$ cat config.mk
export PLATFORM = sky130hd
export DESIGN_NAME = post_wait_match_table
export DESIGN_NICKNAME = d
export VERILOG_FILES = /design/src/rtl/pwmt_pkg.sv /design/src/rtl/pwmt_mem.sv /design/src/rtl/pwmt_ctrl.sv /design/src/rtl/post_wait_match_table.sv
export VERILOG_INCLUDE_DIRS = /design/src /design/src/rtl
export SDC_FILE = /design/constraint.sdc
export NUM_CORES = 2
export LEC_CHECK = 0
export BUFFER_PORTS_ARGS = -buffer_cell sky130_fd_sc_hd__buf_2
export CORE_ASPECT_RATIO = 0.6
export CORE_MARGIN = 2
export CORE_UTILIZATION = 29
export CTS_BUF_LIST = sky130_fd_sc_hd__clkbuf_4
export CTS_CLUSTER_DIAMETER = 30
export DETAILED_ROUTE_END_ITERATION = 10
export GPL_ROUTABILITY_DRIVEN = 0
export HOLD_SLACK_MARGIN = 0.12
export PLACE_DENSITY = 0.45
export SLEW_MARGIN = 25
export SYNTH_ARGS = -nofsm -noshare
export SYNTH_HDL_FRONTEND = slang
export SYNTH_SLANG_ARGS = --single-unit
$ cat constraint.sdc
create_clock -name clk -period 7.4 [get_ports clk]
set_input_delay 1.11 -clock clk [delete_from_list [all_inputs] [get_ports clk]]
set_output_delay 1.11 -clock clk [all_outputs]
set_load 0.02 [all_outputs]
$ cat src/rtl/post_wait_match_table_assert.svh
// Assertion helpers used by the RTL controller of the post/wait match table.
`ifndef POST_WAIT_MATCH_TABLE_ASSERT_SVH
`define POST_WAIT_MATCH_TABLE_ASSERT_SVH

// Same-cycle implication, disabled during reset.
`define PWMT_ASSERT_IMPL(label, clk, rst, ante, cons) \
  label: assert property (@(posedge clk) disable iff (rst) (ante) |-> (cons)) \
    else $error("pwmt assertion failed");

// Next-cycle implication, disabled during reset.
`define PWMT_ASSERT_NEXT(label, clk, rst, ante, cons) \
  label: assert property (@(posedge clk) disable iff (rst) (ante) |=> (cons)) \
    else $error("pwmt assertion failed");

`endif

$ cat src/rtl/pwmt_pkg.sv
package pwmt_pkg;

  localparam int NODE_W        = 16;
  localparam int TAG_W         = 32;
  localparam int STATUS_W      = 3;
  localparam int OP_W          = 3;
  localparam int DEFAULT_DEPTH = 32;
  localparam int APB_AW        = 3;
  localparam int APB_DW        = 32;

  // Register index of own_rank.
  localparam logic REG_OWN_RANK = 1'b0;

  // Operation codes.
  localparam logic [OP_W-1:0] OP_POST      = 3'd0;
  localparam logic [OP_W-1:0] OP_ARRIVE    = 3'd1;
  localparam logic [OP_W-1:0] OP_WAIT_ANY  = 3'd2;
  localparam logic [OP_W-1:0] OP_WAIT_NODE = 3'd3;
  localparam logic [OP_W-1:0] OP_WAIT_BOTH = 3'd4;

  // Result status codes.
  localparam logic [STATUS_W-1:0] STAT_STORED   = 3'd0;
  localparam logic [STATUS_W-1:0] STAT_FORWARD  = 3'd1;
  localparam logic [STATUS_W-1:0] STAT_MET      = 3'd2;
  localparam logic [STATUS_W-1:0] STAT_PENDING  = 3'd3;
  localparam logic [STATUS_W-1:0] STAT_PEND_MET = 3'd4;
  localparam logic [STATUS_W-1:0] STAT_FULL     = 3'd5;
  localparam logic [STATUS_W-1:0] STAT_REJECT   = 3'd6;

  typedef enum logic [1:0] {
    MODE_NONE = 2'd0,
    MODE_ANY  = 2'd1,
    MODE_NODE = 2'd2,
    MODE_BOTH = 2'd3
  } mode_t;

  typedef enum logic [1:0] {
    S_IDLE,
    S_SEARCH,
    S_SHIFT,
    S_DONE
  } state_t;

  typedef struct packed {
    logic [STATUS_W-1:0] status;
    logic [NODE_W-1:0]   node;
    logic [TAG_W-1:0]    tag;
  } res_t;

  function automatic logic match(mode_t mode, logic [NODE_W-1:0] want_node,
                                 logic [TAG_W-1:0] want_tag,
                                 logic [NODE_W-1:0] node, logic [TAG_W-1:0] tag);
    logic hit;
    case (mode)
      MODE_ANY:  hit = 1'b1;
      MODE_NODE: hit = (node == want_node);
      MODE_BOTH: hit = (node == want_node) && (tag == want_tag);
      default:   hit = 1'b0;
    endcase
    return hit;
  endfunction

endpackage

$ cat src/rtl/pwmt_mem.sv
module pwmt_mem #(
  parameter int DEPTH = pwmt_pkg::DEFAULT_DEPTH,
  parameter int AW    = $clog2(DEPTH),
  parameter int DW    = pwmt_pkg::NODE_W + pwmt_pkg::TAG_W
) (
  input  logic          clk,
  input  logic          rd_en,
  input  logic [AW-1:0] rd_addr,
  output logic [DW-1:0] rd_data,
  input  logic          wr_en,
  input  logic [AW-1:0] wr_addr,
  input  logic [DW-1:0] wr_data
);

  logic [DW-1:0] mem [DEPTH];

  always_ff @(posedge clk) begin
    if (wr_en) begin
      mem[wr_addr] <= wr_data;
    end
  end

  always_ff @(posedge clk) begin
    if (rd_en) begin
      rd_data <= mem[rd_addr];
    end
  end

endmodule

$ cat src/rtl/pwmt_ctrl.sv
module pwmt_ctrl #(
  parameter int TABLE_DEPTH = pwmt_pkg::DEFAULT_DEPTH,
  parameter int AW          = $clog2(TABLE_DEPTH),
  parameter int CW          = $clog2(TABLE_DEPTH + 1),
  parameter int DW          = pwmt_pkg::NODE_W + pwmt_pkg::TAG_W
) (
  input  logic                         clk,
  input  logic                         rst,
  input  logic [pwmt_pkg::NODE_W-1:0]  own_rank,
  input  logic                         req_valid,
  output logic                         req_stall,
  input  logic [pwmt_pkg::OP_W-1:0]    operation,
  input  logic [pwmt_pkg::NODE_W-1:0]  node_id,
  input  logic [pwmt_pkg::TAG_W-1:0]   tag_value,
  output logic                         rsp_valid,
  input  logic                         rsp_stall,
  output pwmt_pkg::res_t               rsp,
  output logic [CW-1:0]                rsp_count,
  output logic                         rd_en,
  output logic [AW-1:0]                rd_addr,
  input  logic [DW-1:0]                rd_data,
  output logic                         wr_en,
  output logic [AW-1:0]                wr_addr,
  output logic [DW-1:0]                wr_data
);

  pwmt_pkg::state_t state, state_next;
  logic [CW-1:0]    count, count_next;
  pwmt_pkg::mode_t  pmode, pmode_next;
  logic [pwmt_pkg::NODE_W-1:0] pnode, pnode_next;
  logic [pwmt_pkg::TAG_W-1:0]  ptag, ptag_next;
  pwmt_pkg::mode_t  wmode, wmode_next;
  logic [pwmt_pkg::NODE_W-1:0] wnode, wnode_next;
  logic [pwmt_pkg::TAG_W-1:0]  wtag, wtag_next;
  logic [AW-1:0]    idx, idx_next;
  pwmt_pkg::res_t   res, res_next;
  logic             rsp_valid_next;
  pwmt_pkg::res_t   rsp_next;
  logic [CW-1:0]    rsp_count_next;

  logic [pwmt_pkg::NODE_W-1:0] rd_node;
  logic [pwmt_pkg::TAG_W-1:0]  rd_tag;
  logic                        more;
  logic                        full;

  assign rd_node = rd_data[DW-1 -: pwmt_pkg::NODE_W];
  assign rd_tag  = rd_data[pwmt_pkg::TAG_W-1:0];
  assign more    = (CW'(idx) + CW'(1)) < count;
  assign full    = (count == CW'(TABLE_DEPTH));

  assign req_stall = (state != pwmt_pkg::S_IDLE);

  always_comb begin
    state_next     = state;
    count_next     = count;
    pmode_next     = pmode;
    pnode_next     = pnode;
    ptag_next      = ptag;
    wmode_next     = wmode;
    wnode_next     = wnode;
    wtag_next      = wtag;
    idx_next       = idx;
    res_next       = res;
    rsp_valid_next = rsp_valid && rsp_stall;
    rsp_next       = rsp;
    rsp_count_next = rsp_count;
    rd_en          = 1'b0;
    rd_addr        = idx;
    wr_en          = 1'b0;
    wr_addr        = AW'(count);
    wr_data        = {node_id, tag_value};

    case (state)
      pwmt_pkg::S_IDLE: begin
        if (req_valid) begin
          state_next = pwmt_pkg::S_DONE;
          res_next   = '{pwmt_pkg::STAT_REJECT, '0, '0};
          case (operation)
            pwmt_pkg::OP_POST: begin
              if (node_id == own_rank) begin
                wr_data = {own_rank, tag_value};
                if (full) begin
                  res_next.status = pwmt_pkg::STAT_FULL;
                end else begin
                  wr_en           = 1'b1;
                  count_next      = count + CW'(1);
                  res_next.status = pwmt_pkg::STAT_STORED;
                end
              end else begin
                res_next = '{pwmt_pkg::STAT_FORWARD, node_id, tag_value};
              end
            end
            pwmt_pkg::OP_ARRIVE: begin
              if (pmode != pwmt_pkg::MODE_NONE &&
                  pwmt_pkg::match(pmode, pnode, ptag, node_id, tag_value)) begin
                pmode_next      = pwmt_pkg::MODE_NONE;
                pnode_next      = '0;
                ptag_next       = '0;
                res_next.status = pwmt_pkg::STAT_PEND_MET;
              end else if (full) begin
                res_next.status = pwmt_pkg::STAT_FULL;
              end else begin
                wr_en           = 1'b1;
                count_next      = count + CW'(1);
                res_next.status = pwmt_pkg::STAT_STORED;
              end
            end
            pwmt_pkg::OP_WAIT_ANY, pwmt_pkg::OP_WAIT_NODE, pwmt_pkg::OP_WAIT_BOTH: begin
              case (operation)
                pwmt_pkg::OP_WAIT_ANY:  wmode_next = pwmt_pkg::MODE_ANY;
                pwmt_pkg::OP_WAIT_NODE: wmode_next = pwmt_pkg::MODE_NODE;
                default:                wmode_next = pwmt_pkg::MODE_BOTH;
              endcase
              wnode_next = node_id;
              wtag_next  = tag_value;
              if (pmode != pwmt_pkg::MODE_NONE) begin
                res_next.status = pwmt_pkg::STAT_REJECT;
              end else if (count == '0) begin
                pmode_next = wmode_next;
                pnode_next = (wmode_next == pwmt_pkg::MODE_ANY) ? '0 : node_id;
                ptag_next  = (wmode_next == pwmt_pkg::MODE_BOTH) ? tag_value : '0;
                res_next.status = pwmt_pkg::STAT_PENDING;
              end else begin
                // Start the newest-first scan at the top entry.
                rd_en      = 1'b1;
                rd_addr    = AW'(count - CW'(1));
                idx_next   = rd_addr;
                state_next = pwmt_pkg::S_SEARCH;
              end
            end
            default: begin
              res_next.status = pwmt_pkg::STAT_REJECT;
            end
          endcase
        end
      end
      pwmt_pkg::S_SEARCH: begin
        // rd_data holds entry idx.
        if (pwmt_pkg::match(wmode, wnode, wtag, rd_node, rd_tag)) begin
          res_next = '{pwmt_pkg::STAT_MET, '0, '0};
          if (more) begin
            rd_en      = 1'b1;
            rd_addr    = idx + AW'(1);
            idx_next   = rd_addr;
            state_next = pwmt_pkg::S_SHIFT;
          end else begin
            count_next = count - CW'(1);
            state_next = pwmt_pkg::S_DONE;
          end
        end else if (idx == '0) begin
          pmode_next = wmode;
          pnode_next = (wmode == pwmt_pkg::MODE_ANY) ? '0 : wnode;
          ptag_next  = (wmode == pwmt_pkg::MODE_BOTH) ? wtag : '0;
          res_next   = '{pwmt_pkg::STAT_PENDING, '0, '0};
          state_next = pwmt_pkg::S_DONE;
        end else begin
          rd_en    = 1'b1;
          rd_addr  = idx - AW'(1);
          idx_next = rd_addr;
        end
      end
      pwmt_pkg::S_SHIFT: begin
        // Move entry idx down one slot while fetching the next one up.
        wr_en   = 1'b1;
        wr_addr = idx - AW'(1);
        wr_data = rd_data;
        if (more) begin
          rd_en    = 1'b1;
          rd_addr  = idx + AW'(1);
          idx_next = rd_addr;
        end else begin
          count_next = count - CW'(1);
          state_next = pwmt_pkg::S_DONE;
        end
      end
      pwmt_pkg::S_DONE: begin
        if (!rsp_valid || !rsp_stall) begin
          rsp_valid_next = 1'b1;
          rsp_next       = res;
          rsp_count_next = count;
          state_next     = pwmt_pkg::S_IDLE;
        end
      end
      default: begin
        state_next = pwmt_pkg::S_IDLE;
      end
    endcase
  end

  always_ff @(posedge clk) begin
    if (rst) begin
      state     <= pwmt_pkg::S_IDLE;
      count     <= '0;
      pmode     <= pwmt_pkg::MODE_NONE;
      pnode     <= '0;
      ptag      <= '0;
      rsp_valid <= 1'b0;
    end else begin
      state     <= state_next;
      count     <= count_next;
      pmode     <= pmode_next;
      pnode     <= pnode_next;
      ptag      <= ptag_next;
      rsp_valid <= rsp_valid_next;
    end
  end

  always_ff @(posedge clk) begin
    wmode     <= wmode_next;
    wnode     <= wnode_next;
    wtag      <= wtag_next;
    idx       <= idx_next;
    res       <= res_next;
    rsp       <= rsp_next;
    rsp_count <= rsp_count_next;
  end

`include "post_wait_match_table_assert.svh"

  `PWMT_ASSERT_IMPL(a_count_bound, clk, rst, 1'b1, count <= CW'(TABLE_DEPTH))
  `PWMT_ASSERT_IMPL(a_shift_in_range, clk, rst, state == pwmt_pkg::S_SHIFT, CW'(idx) < count)
  `PWMT_ASSERT_NEXT(a_accept_busy, clk, rst, req_valid && !req_stall, state != pwmt_pkg::S_IDLE)
  `PWMT_ASSERT_IMPL(a_pending_set, clk, rst,
    state == pwmt_pkg::S_DONE && res.status == pwmt_pkg::STAT_PENDING,
    pmode != pwmt_pkg::MODE_NONE)

endmodule

$ cat src/rtl/post_wait_match_table.sv
// Post/wait match table.
// Request channel (req_valid/req_stall) carries one word per operation:
// operation, node_id, tag_value. A word is taken when req_valid is high and
// req_stall is low. Result channel (rsp_valid/rsp_stall) returns exactly one
// word per request: status, send_node, send_tag, entry_count.
// A wait that scans the table reads its entries one at a time, newest first,
// out of a single-port-read table memory; a hit then compacts the younger
// entries at one entry per cycle through the same memory.
// One request is in flight at a time; req_stall is high while it is worked.
// The finished word sits in an output register, so the next request is
// taken while rsp_stall holds the previous result.
// Reset clears the entry count, the pending wait and own_rank; table
// contents need no clearing since only entries below the count are read.
// The user must write own_rank over the APB port only while the block is idle; the block does not enforce this.
module post_wait_match_table #(
  parameter int TABLE_DEPTH = pwmt_pkg::DEFAULT_DEPTH,
  localparam int AW = $clog2(TABLE_DEPTH),
  localparam int CW = $clog2(TABLE_DEPTH + 1),
  localparam int DW = pwmt_pkg::NODE_W + pwmt_pkg::TAG_W
) (
  input  logic                                clk,
  input  logic                                rst,
  input  logic                                psel,
  input  logic                                penable,
  input  logic                                pwrite,
  input  logic [pwmt_pkg::APB_AW-1:0]         paddr,
  input  logic [pwmt_pkg::APB_DW-1:0]         pwdata,
  output logic [pwmt_pkg::APB_DW-1:0]         prdata,
  output logic                                pready,
  input  logic                                req_valid,
  output logic                                req_stall,
  input  logic [pwmt_pkg::OP_W-1:0]           operation,
  input  logic [pwmt_pkg::NODE_W-1:0]         node_id,
  input  logic signed [pwmt_pkg::TAG_W-1:0]   tag_value,
  output logic                                rsp_valid,
  input  logic                                rsp_stall,
  output logic [pwmt_pkg::STATUS_W-1:0]       status,
  output logic [pwmt_pkg::NODE_W-1:0]         send_node,
  output logic signed [pwmt_pkg::TAG_W-1:0]   send_tag,
  output logic [CW-1:0]                       entry_count
);

  logic [pwmt_pkg::NODE_W-1:0] own_rank;
  logic                        reg_sel;
  pwmt_pkg::res_t              rsp;

  logic          rd_en;
  logic [AW-1:0] rd_addr;
  logic [DW-1:0] rd_data;
  logic          wr_en;
  logic [AW-1:0] wr_addr;
  logic [DW-1:0] wr_data;

  // Register index is the word address; only own_rank exists.
  assign reg_sel = (paddr[2] == pwmt_pkg::REG_OWN_RANK);
  assign pready  = 1'b1;
  assign prdata  = reg_sel ? {{(pwmt_pkg::APB_DW - pwmt_pkg::NODE_W){1'b0}}, own_rank} : '0;

  // Write on the access phase; drop writes to unmapped words.
  always_ff @(posedge clk) begin
    if (rst) begin
      own_rank <= '0;
    end else if (psel && penable && pwrite && pready && reg_sel) begin
      own_rank <= pwdata[pwmt_pkg::NODE_W-1:0];
    end
  end

  assign status    = rsp.status;
  assign send_node = rsp.node;
  assign send_tag  = rsp.tag;

  pwmt_ctrl #(
    .TABLE_DEPTH (TABLE_DEPTH),
    .AW          (AW),
    .CW          (CW),
    .DW          (DW)
  ) u_ctrl (
    .clk       (clk),
    .rst       (rst),
    .own_rank  (own_rank),
    .req_valid (req_valid),
    .req_stall (req_stall),
    .operation (operation),
    .node_id   (node_id),
    .tag_value (tag_value),
    .rsp_valid (rsp_valid),
    .rsp_stall (rsp_stall),
    .rsp       (rsp),
    .rsp_count (entry_count),
    .rd_en     (rd_en),
    .rd_addr   (rd_addr),
    .rd_data   (rd_data),
    .wr_en     (wr_en),
    .wr_addr   (wr_addr),
    .wr_data   (wr_data)
  );

  pwmt_mem #(
    .DEPTH (TABLE_DEPTH),
    .AW    (AW),
    .DW    (DW)
  ) u_mem (
    .clk     (clk),
    .rd_en   (rd_en),
    .rd_addr (rd_addr),
    .rd_data (rd_data),
    .wr_en   (wr_en),
    .wr_addr (wr_addr),
    .wr_data (wr_data)
  );

endmodule
==> run_results.csv <==
group,metric,value,unit
outcome,status,"completed",
worst_setup_path,required,8450,ps
cts,insertion_delay,1350,ps
synthesis,ys_types,80,
detailed_routing,wl,322000,µm
worst_setup_path,worstSetupPathType,"reg2reg",
cts,clock-root-buffer,"clkbuf_4",
worst_setup_path,worst_setup_path_end_kind,"register",
detailed_routing,firstDrtPassIters,6,
sta,grt_setup_unrepaired,"false",
cts,numCtsBuffers,429,
sta,finalSetupViolations,0,
synthesis,synthFlopType,"edfxtp_1",
synthesis,synth.cell_area,0.0818,mm²
global_route,grt_pass1_wl,449000,µm
synthesis,syn_area_per_cell,13.4,µm²
cts,tritoncts,"built",
cells_and_area,final_nets,6547,
die,io_pins,185,
synthesis,synth_edf_count,1742,
synthesis,yosysTopAreaCell,"edfxtp_1",
synthesis,synth_cells,6116,
cells_and_area,fill_cells,27741,
cells_and_area,areaGrowthSynthToFinish,15.3,%
cts,clock_path_buffers,4,
sta,finalHoldViolations,0,
hold_path,hold_class,"in2reg",
worst_setup_path,slowest_delay,870,ps
detailed_routing,drc,0,
global_route,gr-total-overflow,0,
die,die_h,415,µm
sta,finalCritPeriodShare,85.8,%
synthesis,synth_seq_cells,1822,
sta,worstMarginPinSlew,1120,ps
global_route,grt_pass1_vias,58955,
die,start_util,29.1,%
cts,cts.sinks,1822,
synthesis,yosysSeqAreaShare,65.9,%
sta,period_minus_slack,6350,ps
detailed_routing,via_per_inst,5.95,
worst_setup_path,slowest_stage,"nor2_4",
synthesis,synth_area_leaders,"edfxtp_1 (64%), a221oi_1 (4.1%), a31oi_1 (3.0%)",
synthesis,synth.top_cell.area_share,63.9,%
worst_setup_path,path_cells,"inv_1, ha_1, ha_1, a21o_1, a31oi_1, o21ai_0, buf_4, mux2i_1, or2_4, nor2_4, nor2_4, buf_12, buf_4, a221oi_1, o21ai_0, nand3_1, nor4_1",
sta,drv_slew,0,
synthesis,yosysWarningCount,0,
global_route,antenna_found_initial,14,
detailed_routing,via_count,62501,
detailed_routing,routedWlPerCell,30.7,µm
cts,htree_levels,5,
detailed_routing,drt_iter0_drc,8959,
die,die_area,0.287,mm²
cts,cts_resized,0,
cells_and_area,drive_gt1_share,18.7,%
place,portBuffers,149,
synthesis,async_reset_ff_share,0,%
die,coreArea,0.282,mm²
die,die_x,690,µm
place,hpwl,174000,µm
die,fp-row-count,151,
cts,clkSlewWorstSetupHoldPaths,80,ps
run,maxCapViolCount,0,
sta,finalSetupTns,0,ps
sta,skew,106,ps
sta,slew_headroom,25.5,%
worst_setup_path,arrival,7400,ps
sta,clock.fmax,157,MHz
global_route,grt_max_degree,129,
detailed_routing,antenna_left,0,
global_route,grtUsageTotal,21.6,%
worst_setup_path,start_kind,"register",
worst_setup_path,crit_fanout,43,
-- cell families after synthesis --
| kind of cell | synth area share, % |
|---|---|
| flip-flops | 65.9 |
| AO/OA/AOI/OAI | 21.4 |
| adder cells (fa/ha/maj) | 0.260 |
| AND/OR/NAND/NOR | 5.72 |
| other | 0.00918 |
| XOR/XNOR | 1.31 |
| buffers and inverters | 4.01 |
| multiplexers | 1.38 |
-- cell usage in the layout, fill, tap and decap left out, drive strengths merged, types with 98 or more instances in the layout --
master / synthesis / routed
a31oi: 394 / 394
nor2: 124 / 124
o21ai: 207 / 207
buf: 191 / 415
edfxtp: 1742 / 1742
a211oi: 244 / 244
clkbuf: 431 / 606
a32oi: 98 / 98
a221oi: 382 / 382
clkinv: 1 / 114
nand2: 257 / 257
a22oi: 241 / 241
a22o: 241 / 241
inv: 173 / 181
a21oi: 234 / 234
nor3b: 98 / 98
-- critical path: cells and delay by family (launching register included) --
kind / cells / cell delay (ps)
adder cells (fa/ha/maj): 2 / 790
AND/OR/NAND/NOR: 5 / 2170
multiplexers: 1 / 440
flip-flops: 1 / 660
AO/OA/AOI/OAI: 5 / 740
buffers and inverters: 4 / 1210
-- flip-flops by register name (all words and copies together) (netlist names), 5 cells and up --
name              flops
own_rank             16
u_ctrl.ptag          32
u_ctrl.pnode         16
u_ctrl.wtag          32
u_ctrl.res           51
u_ctrl.count          6
u_ctrl.idx            5
u_mem.rd_data        48
u_mem.mem          1536
u_ctrl.rsp           51
u_ctrl.rsp_count      6
u_ctrl.wnode         16
-- stage by stage --
step	cell area, µm²	hold WS (ps)	cells	util (%)	setup slack [ps]
final	94300	322	10501	33.5	1050
after global placement	88200	400	9669	31.3	841
after detailed placement	88300	405	9672	31.4	751
after CTS	94300	209	10486	33.5	1130
after global routing	94300	286	10490	33.5	744
after floorplan	81900	400	6131	-	1650
-- synth_stat cells, drive strengths merged, types with 96 or more instances --
library cell	n
a211oi	244
a21oi	234
a221oi	382
a22o	241
a22oi	241
a31oi	394
a32oi	98
and3	97
buf	191
clkbuf	431
edfxtp	1742
inv	173
mux2	96
nand2	257
nor2	124
nor3b	98
o21ai	207
-- layer usage --
layer	up-vias	GRT usage [%]	routed length [µm]
li1	26189	-	-
met2	3681	29.4	130000
met5	-	0	46
met4	6	6.26	8760
met3	589	4.66	32100
met1	32036	33.8	151000
-- timing repair --
item                      4_1_cts  5_1_grt
hold endpoints to repair      129        0
buffers inserted                0        0
hold buffers                   82        0
-- path summary, 6_finish.rpt --
check	start	to	slack, ps	depth (start not counted)
max	u_ctrl.idx[0]	u_mem.rd_data[45]	1050	17
min	operation[2]	u_ctrl.wmode[1]	320	4
max reg2reg	u_ctrl.idx[0]	u_mem.rd_data[45]	1050	17
min reg2reg	u_ctrl.res[32]	u_ctrl.rsp[32]	410	0
-- area by class of cell --
cell class              instances  area (µm²)  area share, %
flip-flops and latches       1822       53900           57.2
multi-input cells            3513       25300           26.8
well taps                    3748        4690           4.97
repair buffers                497        4620           4.89
clock buffers                 606        4550           4.82
inverters                     174         661          0.700
clock inverters               126         581          0.615
diodes                         15        37.5         0.0398
Power is not shown: default switching activity piles up to over one toggle a cycle in this logic, so the estimate is an artifact.
